$ cat src/design/dfss_pkg.sv
package dfss_pkg;

  localparam int unsigned DriveSlotsDefault = 8;
  localparam int unsigned SlotW             = 3;
  localparam int unsigned SlotSpan          = 1 << SlotW;

  // Queue between front and back
  localparam int unsigned QueueDepth = 2;
  localparam int unsigned QueuePtrW  = 1;
  localparam int unsigned QueueCntW  = 2;

  // Speed estimate: 32b diff times 1000 gives a 42b signed product,
  // divided two quotient bits per cycle.
  localparam int unsigned ProdW    = 42;
  localparam int unsigned DivSteps = ProdW / 2;
  localparam int unsigned DivCntW  = 5;
  localparam logic signed [10:0] SpeedScale = 11'sd1000;
  localparam logic [ProdW-1:0] SatPosMag = 42'h0007fffffff;
  localparam logic [ProdW-1:0] SatNegMag = 42'h00080000000;
  localparam logic [31:0] SpeedMax = 32'h7fffffff;
  localparam logic [31:0] SpeedMin = 32'h80000000;

  // Status word classification
  localparam logic [15:0] MaskSix        = 16'h006f;
  localparam logic [15:0] MaskFour       = 16'h004f;
  localparam logic [15:0] StOpEnabled    = 16'h0027;
  localparam logic [15:0] StQuickStop    = 16'h0007;
  localparam logic [15:0] StFault        = 16'h0008;
  localparam logic [15:0] StSwitchedOn   = 16'h0023;
  localparam logic [15:0] StReadyOn      = 16'h0021;
  localparam logic [15:0] StOnDisabled   = 16'h0040;

  // Outgoing frames
  localparam logic [10:0] IdControl   = 11'h200;
  localparam logic [10:0] IdCommand   = 11'h300;
  localparam logic [2:0]  LenControl  = 3'd2;
  localparam logic [2:0]  LenCommand  = 3'd5;
  localparam logic [7:0]  CwEnableOp  = 8'h0f;
  localparam logic [7:0]  CwSwitchOn  = 8'h07;
  localparam logic [7:0]  CmdEnable   = 8'h0f;
  localparam logic [7:0]  CmdSetSpeed = 8'h93;

  typedef enum logic [1:0] {
    CMD_FEEDBACK = 2'd0,
    CMD_STATUS   = 2'd1,
    CMD_SPEED    = 2'd2,
    CMD_UNUSED   = 2'd3
  } cmd_e;

  typedef enum logic [1:0] {
    OP_NONE     = 2'd0,
    OP_FEEDBACK = 2'd1,
    OP_STATUS   = 2'd2
  } op_e;

  // One classified item, as queued for the back end
  typedef struct packed {
    op_e              op;
    logic             ok;
    logic [SlotW-1:0] slot;
    logic [31:0]      position;
    logic [15:0]      current;
    logic [7:0]       interval;
    logic [15:0]      drv_status;
    logic             send_frame;
    logic [10:0]      frame_id;
    logic [2:0]       frame_length;
    logic [39:0]      frame_data;
  } job_t;

  typedef struct packed {
    logic push;
    logic full;
  } qctl_t;

endpackage

$ cat src/design/dfss_if.sv
interface dfss_in_if;
  logic               valid;
  logic               ready;
  logic [1:0]         cmd;
  logic [2:0]         slot;
  logic [6:0]         node_id;
  logic [31:0]        position;
  logic [15:0]        current;
  logic [7:0]         interval;
  logic [15:0]        drv_status;
  logic signed [31:0] speed_target;

  modport source (
    output valid, cmd, slot, node_id, position, current, interval, drv_status,
           speed_target,
    input  ready
  );
  modport sink (
    input  valid, cmd, slot, node_id, position, current, interval, drv_status,
           speed_target,
    output ready
  );
endinterface

interface dfss_out_if;
  logic               valid;
  logic               ready;
  logic               send_frame;
  logic [10:0]        frame_id;
  logic [2:0]         frame_length;
  logic [39:0]        frame_data;
  logic signed [31:0] motor_speed;
  logic [31:0]        motor_position;
  logic [15:0]        motor_current;
  logic [15:0]        motor_status;

  modport source (
    output valid, send_frame, frame_id, frame_length, frame_data, motor_speed,
           motor_position, motor_current, motor_status,
    input  ready
  );
  modport sink (
    input  valid, send_frame, frame_id, frame_length, frame_data, motor_speed,
           motor_position, motor_current, motor_status,
    output ready
  );
endinterface

$ cat src/design/dfss_fifo.sv
module dfss_fifo import dfss_pkg::*; (
  input  logic  clk_i,
  input  logic  rst_ni,
  input  job_t  wr_data_i,
  input  logic  push_i,
  output logic  full_o,
  output logic  valid_o,
  output job_t  rd_data_o,
  input  logic  pop_i
);

  job_t                 buf_q [QueueDepth];
  logic [QueuePtrW-1:0] wr_ptr_q, wr_ptr_d;
  logic [QueuePtrW-1:0] rd_ptr_q, rd_ptr_d;
  logic [QueueCntW-1:0] cnt_q, cnt_d;
  logic                 do_push, do_pop;

  assign full_o    = (cnt_q == QueueCntW'(QueueDepth));
  assign valid_o   = (cnt_q != '0);
  assign rd_data_o = buf_q[rd_ptr_q];
  assign do_push   = push_i && !full_o;
  assign do_pop    = pop_i && valid_o;

  always_comb begin
    wr_ptr_d = do_push ? wr_ptr_q + 1'b1 : wr_ptr_q;
    rd_ptr_d = do_pop ? rd_ptr_q + 1'b1 : rd_ptr_q;
    cnt_d    = cnt_q;
    if (do_push && !do_pop) begin
      cnt_d = cnt_q + 1'b1;
    end else if (do_pop && !do_push) begin
      cnt_d = cnt_q - 1'b1;
    end
  end

  always_ff @(posedge clk_i or negedge rst_ni) begin
    if (!rst_ni) begin
      wr_ptr_q <= '0;
      rd_ptr_q <= '0;
      cnt_q    <= '0;
    end else begin
      wr_ptr_q <= wr_ptr_d;
      rd_ptr_q <= rd_ptr_d;
      cnt_q    <= cnt_d;
    end
  end

  always_ff @(posedge clk_i) begin
    if (do_push) begin
      buf_q[wr_ptr_q] <= wr_data_i;
    end
  end

endmodule

$ cat src/design/dfss_front.sv
module dfss_front import dfss_pkg::*; #(
  parameter int unsigned DRIVE_SLOTS = DriveSlotsDefault
) (
  dfss_in_if.sink in_i,
  output qctl_t   qctl_o,
  input  logic    full_i,
  output job_t    job_o
);

  logic [15:0] m6, m4;
  logic        ok;

  assign m6 = in_i.drv_status & MaskSix;
  assign m4 = in_i.drv_status & MaskFour;
  assign ok = (32'(in_i.slot) < DRIVE_SLOTS);

  assign in_i.ready  = !full_i;
  assign qctl_o.push = in_i.valid && !full_i;
  assign qctl_o.full = full_i;

  always_comb begin
    job_o              = '0;
    job_o.op           = OP_NONE;
    job_o.ok           = ok;
    job_o.slot         = in_i.slot;
    job_o.position     = in_i.position;
    job_o.current      = in_i.current;
    job_o.interval     = in_i.interval;
    job_o.drv_status   = in_i.drv_status;
    unique case (cmd_e'(in_i.cmd))
      CMD_FEEDBACK: begin
        job_o.op = OP_FEEDBACK;
      end
      CMD_STATUS: begin
        job_o.op = OP_STATUS;
        if (m6 == StOpEnabled || m6 == StQuickStop || m4 == StFault) begin
          job_o.send_frame = 1'b0;
        end else if (m6 == StSwitchedOn) begin
          job_o.send_frame   = 1'b1;
          job_o.frame_id     = IdControl + {4'b0, in_i.node_id};
          job_o.frame_length = LenControl;
          job_o.frame_data   = {32'b0, CwEnableOp};
        end else if (m6 == StReadyOn) begin
          job_o.send_frame   = 1'b1;
          job_o.frame_id     = IdControl + {4'b0, in_i.node_id};
          job_o.frame_length = LenControl;
          job_o.frame_data   = {32'b0, CwSwitchOn};
        end else if (m4 == StOnDisabled) begin
          job_o.send_frame   = 1'b1;
          job_o.frame_id     = IdCommand + {4'b0, in_i.node_id};
          job_o.frame_length = LenCommand;
          job_o.frame_data   = {32'b0, CmdEnable};
        end
      end
      CMD_SPEED: begin
        job_o.send_frame   = 1'b1;
        job_o.frame_id     = IdCommand + {4'b0, in_i.node_id};
        job_o.frame_length = LenCommand;
        job_o.frame_data   = {in_i.speed_target, CmdSetSpeed};
      end
      CMD_UNUSED: begin
        job_o.op = OP_NONE;
      end
    endcase
  end

endmodule

$ cat src/design/dfss_back.sv
module dfss_back import dfss_pkg::*; #(
  parameter int unsigned DRIVE_SLOTS = DriveSlotsDefault
) (
  input  logic        clk_i,
  input  logic        rst_ni,
  input  logic        q_valid_i,
  input  job_t        q_data_i,
  output logic        q_pop_o,
  dfss_out_if.source  out_o
);

  localparam int unsigned SlotDepth = (DRIVE_SLOTS < SlotSpan) ? DRIVE_SLOTS : SlotSpan;
  localparam int unsigned IdxW      = (SlotDepth > 1) ? $clog2(SlotDepth) : 1;

  typedef enum logic [4:0] {
    S_IDLE = 5'b00001,
    S_MUL  = 5'b00010,
    S_ABS  = 5'b00100,
    S_DIV  = 5'b01000,
    S_WB   = 5'b10000
  } state_e;

  state_e state_q, state_d;
  job_t   job_q;

  // Per-slot drive state
  logic [31:0] pos_q   [SlotDepth];
  logic [31:0] speed_q [SlotDepth];
  logic [15:0] cur_q   [SlotDepth];
  logic [15:0] stat_q  [SlotDepth];

  logic signed [ProdW-1:0] prod_q;
  logic [ProdW-1:0]        dvd_q;
  logic [7:0]              rem_q;
  logic                    neg_q;
  logic [DivCntW-1:0]      cnt_q;

  logic [IdxW-1:0] idx;
  logic [31:0]     diff;
  logic [8:0]      r1, r2, dv9;
  logic            ge1, ge2;
  logic [7:0]      r1n, r2n;
  logic [ProdW-1:0] mag_neg;
  logic [31:0]     speed_sat;
  logic            use_div, do_wb, do_write;
  logic [31:0]     new_speed, new_pos;
  logic [15:0]     new_cur, new_stat;

  logic        out_valid_q;
  logic        send_q;
  logic [10:0] id_q;
  logic [2:0]  len_q;
  logic [39:0] data_q;
  logic [31:0] mspeed_q, mpos_q;
  logic [15:0] mcur_q, mstat_q;

  assign idx  = job_q.slot[IdxW-1:0];
  assign diff = job_q.position - pos_q[idx];

  // Two restoring-division steps per cycle
  assign dv9 = {1'b0, job_q.interval};
  assign r1  = {rem_q, dvd_q[ProdW-1]};
  assign ge1 = (r1 >= dv9);
  assign r1n = ge1 ? 8'(r1 - dv9) : r1[7:0];
  assign r2  = {r1n, dvd_q[ProdW-2]};
  assign ge2 = (r2 >= dv9);
  assign r2n = ge2 ? 8'(r2 - dv9) : r2[7:0];

  // Sign and saturate the quotient magnitude
  assign mag_neg = -dvd_q;
  always_comb begin
    if (neg_q) begin
      speed_sat = (dvd_q > SatNegMag) ? SpeedMin : mag_neg[31:0];
    end else begin
      speed_sat = (dvd_q > SatPosMag) ? SpeedMax : dvd_q[31:0];
    end
  end

  assign use_div  = (job_q.op == OP_FEEDBACK) && job_q.ok && (job_q.interval != '0);
  assign do_wb    = (state_q == S_WB) && (!out_valid_q || out_o.ready);
  assign do_write = do_wb && job_q.ok;

  always_comb begin
    new_speed = speed_q[idx];
    new_pos   = pos_q[idx];
    new_cur   = cur_q[idx];
    new_stat  = stat_q[idx];
    case (job_q.op)
      OP_FEEDBACK: begin
        if (use_div) begin
          new_speed = speed_sat;
        end
        new_pos = job_q.position;
        new_cur = job_q.current;
      end
      OP_STATUS: new_stat = job_q.drv_status;
      default:   new_stat = stat_q[idx];
    endcase
  end

  assign q_pop_o = (state_q == S_IDLE) && q_valid_i;

  always_comb begin
    state_d = state_q;
    unique case (state_q)
      S_IDLE: begin
        if (q_valid_i) begin
          if (q_data_i.op == OP_FEEDBACK && q_data_i.ok && q_data_i.interval != '0) begin
            state_d = S_MUL;
          end else begin
            state_d = S_WB;
          end
        end
      end
      S_MUL: state_d = S_ABS;
      S_ABS: state_d = S_DIV;
      S_DIV: begin
        if (cnt_q == '0) begin
          state_d = S_WB;
        end
      end
      S_WB: begin
        if (do_wb) begin
          state_d = S_IDLE;
        end
      end
      default: state_d = S_IDLE;
    endcase
  end

  always_ff @(posedge clk_i or negedge rst_ni) begin
    if (!rst_ni) begin
      state_q     <= S_IDLE;
      out_valid_q <= 1'b0;
      for (int i = 0; i < SlotDepth; i++) begin
        pos_q[i]   <= '0;
        speed_q[i] <= '0;
        cur_q[i]   <= '0;
        stat_q[i]  <= '0;
      end
    end else begin
      state_q <= state_d;
      if (do_wb) begin
        out_valid_q <= 1'b1;
      end else if (out_o.ready) begin
        out_valid_q <= 1'b0;
      end
      if (do_write) begin
        pos_q[idx]   <= new_pos;
        speed_q[idx] <= new_speed;
        cur_q[idx]   <= new_cur;
        stat_q[idx]  <= new_stat;
      end
    end
  end

  // Datapath and result registers
  always_ff @(posedge clk_i) begin
    if (q_pop_o) begin
      job_q <= q_data_i;
    end
    if (state_q == S_MUL) begin
      prod_q <= ProdW'($signed(diff)) * ProdW'(SpeedScale);
    end
    if (state_q == S_ABS) begin
      neg_q <= prod_q[ProdW-1];
      dvd_q <= prod_q[ProdW-1] ? ProdW'(-prod_q) : ProdW'(prod_q);
      rem_q <= '0;
      cnt_q <= DivCntW'(DivSteps - 1);
    end
    if (state_q == S_DIV) begin
      dvd_q <= {dvd_q[ProdW-3:0], ge1, ge2};
      rem_q <= r2n;
      cnt_q <= cnt_q - 1'b1;
    end
    if (do_wb) begin
      send_q   <= job_q.send_frame;
      id_q     <= job_q.frame_id;
      len_q    <= job_q.frame_length;
      data_q   <= job_q.frame_data;
      mspeed_q <= job_q.ok ? new_speed : '0;
      mpos_q   <= job_q.ok ? new_pos : '0;
      mcur_q   <= job_q.ok ? new_cur : '0;
      mstat_q  <= job_q.ok ? new_stat : '0;
    end
  end

  assign out_o.valid          = out_valid_q;
  assign out_o.send_frame     = send_q;
  assign out_o.frame_id       = id_q;
  assign out_o.frame_length   = len_q;
  assign out_o.frame_data     = data_q;
  assign out_o.motor_speed    = $signed(mspeed_q);
  assign out_o.motor_position = mpos_q;
  assign out_o.motor_current  = mcur_q;
  assign out_o.motor_status   = mstat_q;

`ifndef SYNTHESIS
  a_load_from_wb: assert property (@(posedge clk_i) disable iff (!rst_ni)
    $rose(out_valid_q) |-> $past(state_q == S_WB))
    else $error("result loaded outside write-back");

  a_div_nonzero: assert property (@(posedge clk_i) disable iff (!rst_ni)
    (state_q == S_DIV) |-> (job_q.interval != '0))
    else $error("divider running with zero interval");

  a_div_ends: assert property (@(posedge clk_i) disable iff (!rst_ni)
    (state_q == S_DIV && cnt_q == '0) |=> (state_q == S_WB))
    else $error("divider did not hand off to write-back");
`endif

endmodule

$ cat src/design/drive_feedback_and_state_supervisor_top.sv
// Path: an item is written into the queue and popped into the back end's job
//   register; a feedback item for a valid slot and a nonzero interval then runs
//   multiply, abs and a 2-bit-per-cycle divide (21 steps over a 42-bit product).
// The back end takes no new item until the last result is written back.
// Reset (rst_ni, async, active low): all slot state cleared to zero at once,
//   queue emptied, no result pending.
module drive_feedback_and_state_supervisor_top import dfss_pkg::*; #(
  parameter int unsigned DRIVE_SLOTS = DriveSlotsDefault
) (
  input  logic       clk_i,
  input  logic       rst_ni,
  dfss_in_if.sink    in_i,
  dfss_out_if.source out_o
);

  // Front end: decodes the command, decides the frame from the item's own
  // fields and checks the slot against the configured slot count.
  qctl_t qctl;
  job_t  front_job;

  // Two-entry queue lets the front keep accepting while the back divides.
  logic  q_full;
  logic  q_valid;
  logic  q_pop;
  job_t  q_job;

  dfss_front #(
    .DRIVE_SLOTS (DRIVE_SLOTS)
  ) u_front (
    .in_i   (in_i),
    .qctl_o (qctl),
    .full_i (q_full),
    .job_o  (front_job)
  );

  dfss_fifo u_fifo (
    .clk_i     (clk_i),
    .rst_ni    (rst_ni),
    .wr_data_i (front_job),
    .push_i    (qctl.push),
    .full_o    (q_full),
    .valid_o   (q_valid),
    .rd_data_o (q_job),
    .pop_i     (q_pop)
  );

  // Back end: per-slot state, speed estimate (multiply, iterative divide,
  // saturate), write-back and the output register.
  dfss_back #(
    .DRIVE_SLOTS (DRIVE_SLOTS)
  ) u_back (
    .clk_i     (clk_i),
    .rst_ni    (rst_ni),
    .q_valid_i (q_valid),
    .q_data_i  (q_job),
    .q_pop_o   (q_pop),
    .out_o     (out_o)
  );

endmodule

$ cat src/flat_wrapper.sv
// flat-port wrapper written by rule: the top's interface ports become plain ports
module drive_feedback_and_state_supervisor_top_flat import dfss_pkg::*;
#(
  parameter int unsigned DRIVE_SLOTS = DriveSlotsDefault
)
  (clk_i, rst_ni, in_i_valid, in_i_cmd, in_i_slot, in_i_node_id, in_i_position, in_i_current, in_i_interval, in_i_drv_status, in_i_speed_target, in_i_ready, out_o_valid, out_o_send_frame, out_o_frame_id, out_o_frame_length, out_o_frame_data, out_o_motor_speed, out_o_motor_position, out_o_motor_current, out_o_motor_status, out_o_ready);
  dfss_in_if in_i_i ();
  dfss_out_if out_o_i ();
  input  logic clk_i;
  input  logic rst_ni;
  input wire logic [$bits(in_i_i.valid)-1:0] in_i_valid;
  input wire logic [$bits(in_i_i.cmd)-1:0] in_i_cmd;
  input wire logic [$bits(in_i_i.slot)-1:0] in_i_slot;
  input wire logic [$bits(in_i_i.node_id)-1:0] in_i_node_id;
  input wire logic [$bits(in_i_i.position)-1:0] in_i_position;
  input wire logic [$bits(in_i_i.current)-1:0] in_i_current;
  input wire logic [$bits(in_i_i.interval)-1:0] in_i_interval;
  input wire logic [$bits(in_i_i.drv_status)-1:0] in_i_drv_status;
  input wire logic [$bits(in_i_i.speed_target)-1:0] in_i_speed_target;
  output wire logic [$bits(in_i_i.ready)-1:0] in_i_ready;
  output wire logic [$bits(out_o_i.valid)-1:0] out_o_valid;
  output wire logic [$bits(out_o_i.send_frame)-1:0] out_o_send_frame;
  output wire logic [$bits(out_o_i.frame_id)-1:0] out_o_frame_id;
  output wire logic [$bits(out_o_i.frame_length)-1:0] out_o_frame_length;
  output wire logic [$bits(out_o_i.frame_data)-1:0] out_o_frame_data;
  output wire logic [$bits(out_o_i.motor_speed)-1:0] out_o_motor_speed;
  output wire logic [$bits(out_o_i.motor_position)-1:0] out_o_motor_position;
  output wire logic [$bits(out_o_i.motor_current)-1:0] out_o_motor_current;
  output wire logic [$bits(out_o_i.motor_status)-1:0] out_o_motor_status;
  input wire logic [$bits(out_o_i.ready)-1:0] out_o_ready;
  assign in_i_i.valid = in_i_valid;
  assign in_i_i.cmd = in_i_cmd;
  assign in_i_i.slot = in_i_slot;
  assign in_i_i.node_id = in_i_node_id;
  assign in_i_i.position = in_i_position;
  assign in_i_i.current = in_i_current;
  assign in_i_i.interval = in_i_interval;
  assign in_i_i.drv_status = in_i_drv_status;
  assign in_i_i.speed_target = in_i_speed_target;
  assign in_i_ready = in_i_i.ready;
  assign out_o_valid = out_o_i.valid;
  assign out_o_send_frame = out_o_i.send_frame;
  assign out_o_frame_id = out_o_i.frame_id;
  assign out_o_frame_length = out_o_i.frame_length;
  assign out_o_frame_data = out_o_i.frame_data;
  assign out_o_motor_speed = out_o_i.motor_speed;
  assign out_o_motor_position = out_o_i.motor_position;
  assign out_o_motor_current = out_o_i.motor_current;
  assign out_o_motor_status = out_o_i.motor_status;
  assign out_o_i.ready = out_o_ready;
  drive_feedback_and_state_supervisor_top #(.DRIVE_SLOTS(DRIVE_SLOTS)) u_core (.clk_i(clk_i), .rst_ni(rst_ni), .in_i(in_i_i), .out_o(out_o_i));
endmodule
$ cat config.mk
export PLATFORM = sky130hd
export DESIGN_NAME = drive_feedback_and_state_supervisor_top_flat
export DESIGN_NICKNAME = d
export VERILOG_FILES = /design/src/design/dfss_pkg.sv /design/src/design/dfss_if.sv /design/src/design/dfss_fifo.sv /design/src/design/dfss_front.sv /design/src/design/dfss_back.sv /design/src/design/drive_feedback_and_state_supervisor_top.sv /design/src/flat_wrapper.sv
export SDC_FILE = /design/constraint.sdc
export NUM_CORES = 2
export LEC_CHECK = 0
export BUFFER_PORTS_ARGS = -buffer_cell sky130_fd_sc_hd__buf_2
export CAP_MARGIN = 40
export CORE_AREA = 2 2 396 300
export DETAILED_ROUTE_END_ITERATION = 12
export DIE_AREA = 0 0 398 302
export PLACE_DENSITY = 0.76
export SKIP_CTS_REPAIR_TIMING = 1
export SLEW_MARGIN = 30
export SYNTH_ARGS = -nofsm -noshare
export SYNTH_HDL_FRONTEND = slang
export SYNTH_SLANG_ARGS = --single-unit
$ cat constraint.sdc
create_clock -name clk_i -period 9.3 [get_ports clk_i]
set_clock_uncertainty 0.1 [all_clocks]
set_input_delay 0.93 -clock clk_i [delete_from_list [all_inputs] [get_ports clk_i]]
set_output_delay 0.93 -clock clk_i [all_outputs]
set_load 0.01 [all_outputs]
======== Word-level counts from Yosys, hierarchy flattened ========
Memory sizes are Yosys's and may differ from the RTL's.
Cells that the tools add are included.
storage, ports and cells
  register bits ........................... 1157
  bits in writable memories ............... 264
  bits of input ports ..................... 120
  output and inout port bits .............. 153
  logic and storage cells ................. 186
  memories kept ........................... 1
operators by class
  add/sub/neg operators ................... 12
  multipliers ............................. 1
  magnitude comparators ................... 6
  equal/unequal tests ..................... 20
  muxes and demuxes ....................... 55
  bitwise logic cells ..................... 1
  reduce and logical (&&, ||, !) cells .... 29
memory list
  memory               depth  width  rd ports  clocked after memory_dff  write ports  line             source
  u_core.u_fifo.buf_q  2      132    1         0                         1            dfss_fifo.sv:12  job_t buf_q [QueueDepth];
operators by type and width
  cell                                                             number
  bitwise mux 256 bit                                              2
  two-way mux 32 bit                                               11
  bitwise mux 128 bit                                              2
  binary-select mux 32 bit (select 3 bit)                          2
  two-way mux 55 bit                                               3
  two-way mux 42 bit                                               3
  two-way mux 16 bit                                               7
  one-hot mux 55 bit (2 select lines)                              1
  binary-select mux 16 bit (select 3 bit)                          2
  demux 32 bit (select 3 bit)                                      1
  two-way mux 54 bit                                               1
  demux 16 bit (select 3 bit)                                      1
  greater-than comparator 42 x 31 -> 1 bit, second input constant  1
  greater-than comparator 42 x 32 -> 1 bit, second input constant  1
  negator 42 bit                                                   1
  multiplier 32 x 8 -> 39 bit, second input constant               1
  two-way mux 8 bit                                                4
  negator 32 bit                                                   1
  subtractor 32 bit                                                1
  two-way mux 5 bit                                                6
  one-hot mux 5 bit (5 select lines)                               1
  adder 10 x 7 -> 11 bit, first input constant                     2
  == test 6 x 5 -> 1 bit, second input constant                    3
  greater-or-equal comparator 9 x 8 -> 1 bit                       2
  29 further kinds                                                 64

======== Longest topological paths before layout ========
  depth after elaboration ................. 8
  mapped depth ............................ 38
  mapped depth without buffers ............ 32

======== Cells and area by module ========
From an unflattened synthesis, not the netlist that was laid out.
second synthesis, totals
  cells, all modules ...................... 5314
  area, all modules ....................... 67352.1 um^2
modules (own cells, without submodules)
  module      instances  cells an instance  area each (um^2)  seq. area each (um^2)
  dfss_back   1          4726               56202.7           30750.7
  dfss_fifo   1          433                10033.4           8087.8
  dfss_front  1          155                1116.1            0.0

======== Worst setup path after synthesis ========
OpenSTA, ideal clock, no wires.
  kind .................................... input to register
  from .................................... input port out_o_ready
  to ...................................... register u_core.u_back.cur_q[100] (netlist name)
  setup time .............................. 0.125 ns
  arrival ................................. 8.704 ns
  data required time ...................... 9.075 ns
  path slack .............................. 0.371 ns
  stages .................................. 6
  buffers on the path ..................... 2
  path through ............................ nor2_1 > nor2_1 > nand2_1 > clkbuf_1 > clkbuf_1 > mux2_2
on the way
  word-level cells in the longest chain between the ends .. 3
RTL lines
  element                          line                source
  from (decl)                      flat_wrapper.sv:30  input wire logic [$bits(out_o_i.ready)-1:0] out_o_ready;
  logical OR 1 bit                 dfss_back.sv:80     assign do_wb = (state_q == S_WB) && (!out_valid_q || out_o.ready);
  logical AND 1 bit                dfss_back.sv:80
  via u_core.u_back.do_wb          dfss_back.sv:45     logic use_div, do_wb, do_write;
  logical AND 1 bit                dfss_back.sv:81     assign do_write = do_wb && job_q.ok;
  to (signal, indexed assignment)  dfss_back.sv:151    cur_q[idx] <= new_cur;
  to (decl)                        dfss_back.sv:29     logic [15:0] cur_q [SlotDepth];
The timed path passes the listed nets, and every way through them passes these cells.
A chain may end at the register's enable or synchronous reset.

======== Worst setup path in the final report ========
  from .................................... register u_core.u_back.job_q, in the netlist u_core.u_back.idx[1]
  to ...................................... register u_core.u_back.prod_q[38], data pin
on the way
  word-level cells in the longest chain between the ends .. 6
RTL lines
  element                                                line              source
  from (decl)                                            dfss_back.sv:24   job_t job_q;
  from (signal assigned)                                 dfss_back.sv:160  job_q <= q_data_i;
  NOT 3 -> 4 bit (implied by the code)                   dfss_back.sv:58   assign diff = job_q.position - pos_q[idx];
  binary-select mux 32 bit (select 3 bit)                dfss_back.sv:58
  two-way mux 32 bit (implied by the code) (2 in a row)  dfss_back.sv:58
  subtractor 32 bit                                      dfss_back.sv:58
  multiplier 32 x 8 -> 39 bit                            dfss_back.sv:163  prod_q <= ProdW'($signed(diff)) * ProdW'(SpeedScale);
  to (signal assigned)                                   dfss_back.sv:163
  to (decl)                                              dfss_back.sv:32   logic signed [ProdW-1:0] prod_q;
No other way between the ends. The select of a mux whose other input is x is not followed.

==> key figures <==
Outcome
  – Outcome: complete, no violations

Critical path
  – Worst EP required: between 9 and 10 ns
  – CP Buf/Inv Count: 6
  – WS Path Type: register to register
  – Crit path max-delay family: adder cells
  – Crit Path Max Fanout: 27
  – WP data arrival: 9.31 ns
  – Crit end category: register
  – Slowest cell on crit path: edfxtp_1
  – Critical Path Max Stage Delay: 0.54 ns
  – Startpoint types: register

Clock network
  – Skew-Pair Late Insertion Delay: 0.79 ns
  – H-tree depth: 4
  – CTS Buf Count: between 100 and 150
  – Root Buffer: clkbuf_16
  – Max Buffers Root-to-Sink: 3
  – TritonCTS clock tree: yes
  – Clk pin slew, worst setup/hold paths: roughly 0.060 ns
  – Num Clock Sinks: 1380

Die
  – Initial Utilization: 55.40%
  – Num ports: 273
  – Die X: 398 um
  – Core Area: approximately 120000 um^2
  – # rows: between 100 and 150
  – Die area: 120200 um^2
  – Die Ht: 302 um

Layout
  – Final net count: around 5700
  – Synth-to-layout area growth: 12.63%
  – FILL cells: 8629
  – Area of the multi-input gates: between 20000 and 25000 um^2
  – Share of cells above drive strength 1: about a quarter
  – Register area: around 38000 um^2

STA
  – Slew HR: between 20% and 30%
  – Final TNS setup: 0 ns
  – Final period util: 95.50%
  – FMAX: around 0.11 GHz
  – Worst Tran Pin Value: ~1.1 ns
  – Final setup viols: 0
  – Minimum clock period: roughly 9 ns
  – Max-slew violations: 0
  – Final hold viol count: 0

Global route
  – Vias in the first global route: 42100
  – Largest net degree at the start of global routing: roughly 180
  – Initial antenna violation count: 11
  – GRT overflow: 0
  – GRT Util Overall: 26.34%
  – Global-route wire length before repair: 245.9 mm

Detailed routing
  – Final ANT Viol Nets: 0
  – 1st-pass router iterations: 6
  – DRC: 0
  – WL/cell: 22.70 um
  – Vias: approximately 42000
  – Total Wirelength: 158.7 mm
  – Vias per cell: approximately 6
  – DR iter-0 viols: between 3000 and 4000

Synthesis
  – Cells after Synth: ~5100
  – Number of synthesized flops with an enable pin: 602
  – Synth cell types: 85
  – Mapped Avg Cell Area: 12.71 um^2
  – Yosys warnings: 0
  – Top_reg_cell synth: dfrtp_1
  – Seq/Total Area, Yosys: a little under 60%
  – Ys async rst share: between 50% and 60%
  – Yosys reg bits: 1380
  – Synthesized cell area: 64600 um^2

Placement
  – Port Buffers: roughly 270
  – Detailed placement HPWL: 100.6 mm
  – GP Congestion: approximately 0.87

Run
  – Maxcap violations: 0

Min path
  – Worst hold path class: primary input to register
-- sequential cells by signal (all words and copies together), names as in the netlist, 16 cells and up --
| register | cells |
|---|---|
| u_core.u_back.pos_q | 256 |
| u_core.u_back.speed_q | 256 |
| u_core.u_fifo.buf_q | 244 |
| u_core.u_back.cur_q | 128 |
| u_core.u_back.stat_q | 128 |
| u_core.u_back.job_q | 111 |
| u_core.u_back.dvd_q | 42 |
| u_core.u_back.prod_q | 39 |
| u_core.u_back.out_o.frame_data | 36 |
| u_core.u_back.out_o.motor_position | 32 |
| u_core.u_back.out_o.motor_speed | 32 |
| u_core.u_back.out_o.motor_current | 16 |
| u_core.u_back.out_o.motor_status | 16 |
-- per-layer routing --
metal	global-route usage, %	part of all wire (%)	up-vias
li1	-	-	18910
met1	37.85	43	21350
met2	40.38	46	1687
met3	6.060	8.4	251
met4	7.621	2.3	18
met5	0	0.067	-
-- logic make-up (layout without fill, tap and decap cells) --
family                     after synthesis  in the layout  synth area share [%]
AOI/OAI and AO/OA                     1105           1105                 11.36
muxes                                  697            697                 12.19
adders and majority gates              262            262                 6.403
other                                    1              5              0.005805
and+or+nand+nor                        897            897                 6.393
buffers and inverters                  593            945                 3.510
xor gates and xnor gates               147            147                 2.014
DFF                                   1380           1380                 58.12
-- final cells by class --
class                           count  share of cell area (%)
Tap cell                         1554                   2.672
Inverter                          305                   1.580
Clock buffer                      197                   5.246
Clock inverter                     51                  0.8993
Antenna cell                        1                0.003439
Timing Repair Buffer              392                   3.637
Sequential cell                  1380                   51.61
Multi-Input combinational cell   3112                   34.35
-- Yosys cell counts, types with 18 or more instances --
cell type  instances  area [um^2]
mux2i_1           32        320.3
nand4_1           18        112.6
nor3_1            30        150.1
or3_1             21        131.4
a21oi_1          144        720.7
a22oi_1          206         1546
nor2_1           168        630.6
o21ai_1           29        145.1
dfrtp_1          777        19440
a221oi_1          77        674.4
clkbuf_1         246        923.4
inv_1            305         1145
xor2_1            84        735.7
and3_1            20        125.1
nor2b_1           26        162.7
mux2_2           659         7421
nand2b_1          20        125.1
edfxtp_1         602        18080
a221o_1           24        240.2
o31ai_1           27        202.7
fa_1             115         2302
and2_1            41        256.5
buf_1             29        108.9
a21o_1            44        330.3
o21ai_0          394         1972
a22o_1            20        175.2
nand3_1           25        125.1
xnor2_1           62        543.0
nand2_1          444         1667
ha_1             145         1814
-- path summary, 6_finish.rpt --
check | start | end | slack, ns | cells past startpoint
max | u_core.u_back.idx[1]$_DFFE_PP_ | u_core.u_back.prod_q[38]$_DFFE_PP_ | 0.42 | 31
min in group asynchronous | rst_ni | u_core.u_back.speed_q[148]$_DFFE_PN0P_ | 0.50 | 2
min reg2reg | u_core.u_back.job_q[34]$_DFFE_PP_ | u_core.u_back.out_o.frame_data[34]$_DFFE_PP_ | 0.31 | 0
min | in_i_drv_status[8] | u_core.u_fifo.buf_q[0][63]$_DFFE_PP_ | 0.22 | 1
max in group asynchronous | rst_ni | u_core.u_back.stat_q[7]$_DFFE_PN0P_ | 6.23 | 6
max reg2reg | u_core.u_back.idx[1]$_DFFE_PP_ | u_core.u_back.prod_q[38]$_DFFE_PP_ | 0.42 | 31
-- layout by cell type, fill, tap and decap left out, types with 25 or more instances in the layout --
cell	instances
a21o_1	44
a22oi_1	206
clkbuf_1	40
ha_1	145
o21ai_1	29
fa_1	115
xnor2_1	61
a21oi_1	143
clkbuf_16	136
and2_1	40
edfxtp_1	602
buf_4	89
o31ai_1	26
a221oi_1	76
xor2_1	82
inv_1	304
o21ai_0	393
nand3_1	25
dfrtp_1	776
nor2_1	165
nor3_1	29
nand2_1	435
mux2i_1	32
mux2_2	659
buf_2	272
-- stage by stage --
| step | util [%] | hold WS (ns) | cells | cell area [um^2] | setup WS (ns) |
|---|---|---|---|---|---|
| after floorplan | - | 0.3003 | 5085 | 64610 | 0.3711 |
| after global placement | 58.03 | 0.3011 | 6709 | 67670 | 0.4096 |
| after detailed placement | 58.40 | 0.3045 | 6731 | 68100 | 0.05396 |
| after CTS | 62.24 | 0.1555 | 6979 | 72570 | 0.02641 |
| after global routing | 62.40 | 0.1966 | 6991 | 72760 | -0.003650 |
| final | 62.40 | 0.2159 | 6992 | 72760 | 0.4189 |
Power is not shown: default switching activity piles up to over one toggle a cycle in this logic, so the estimate is an artifact.
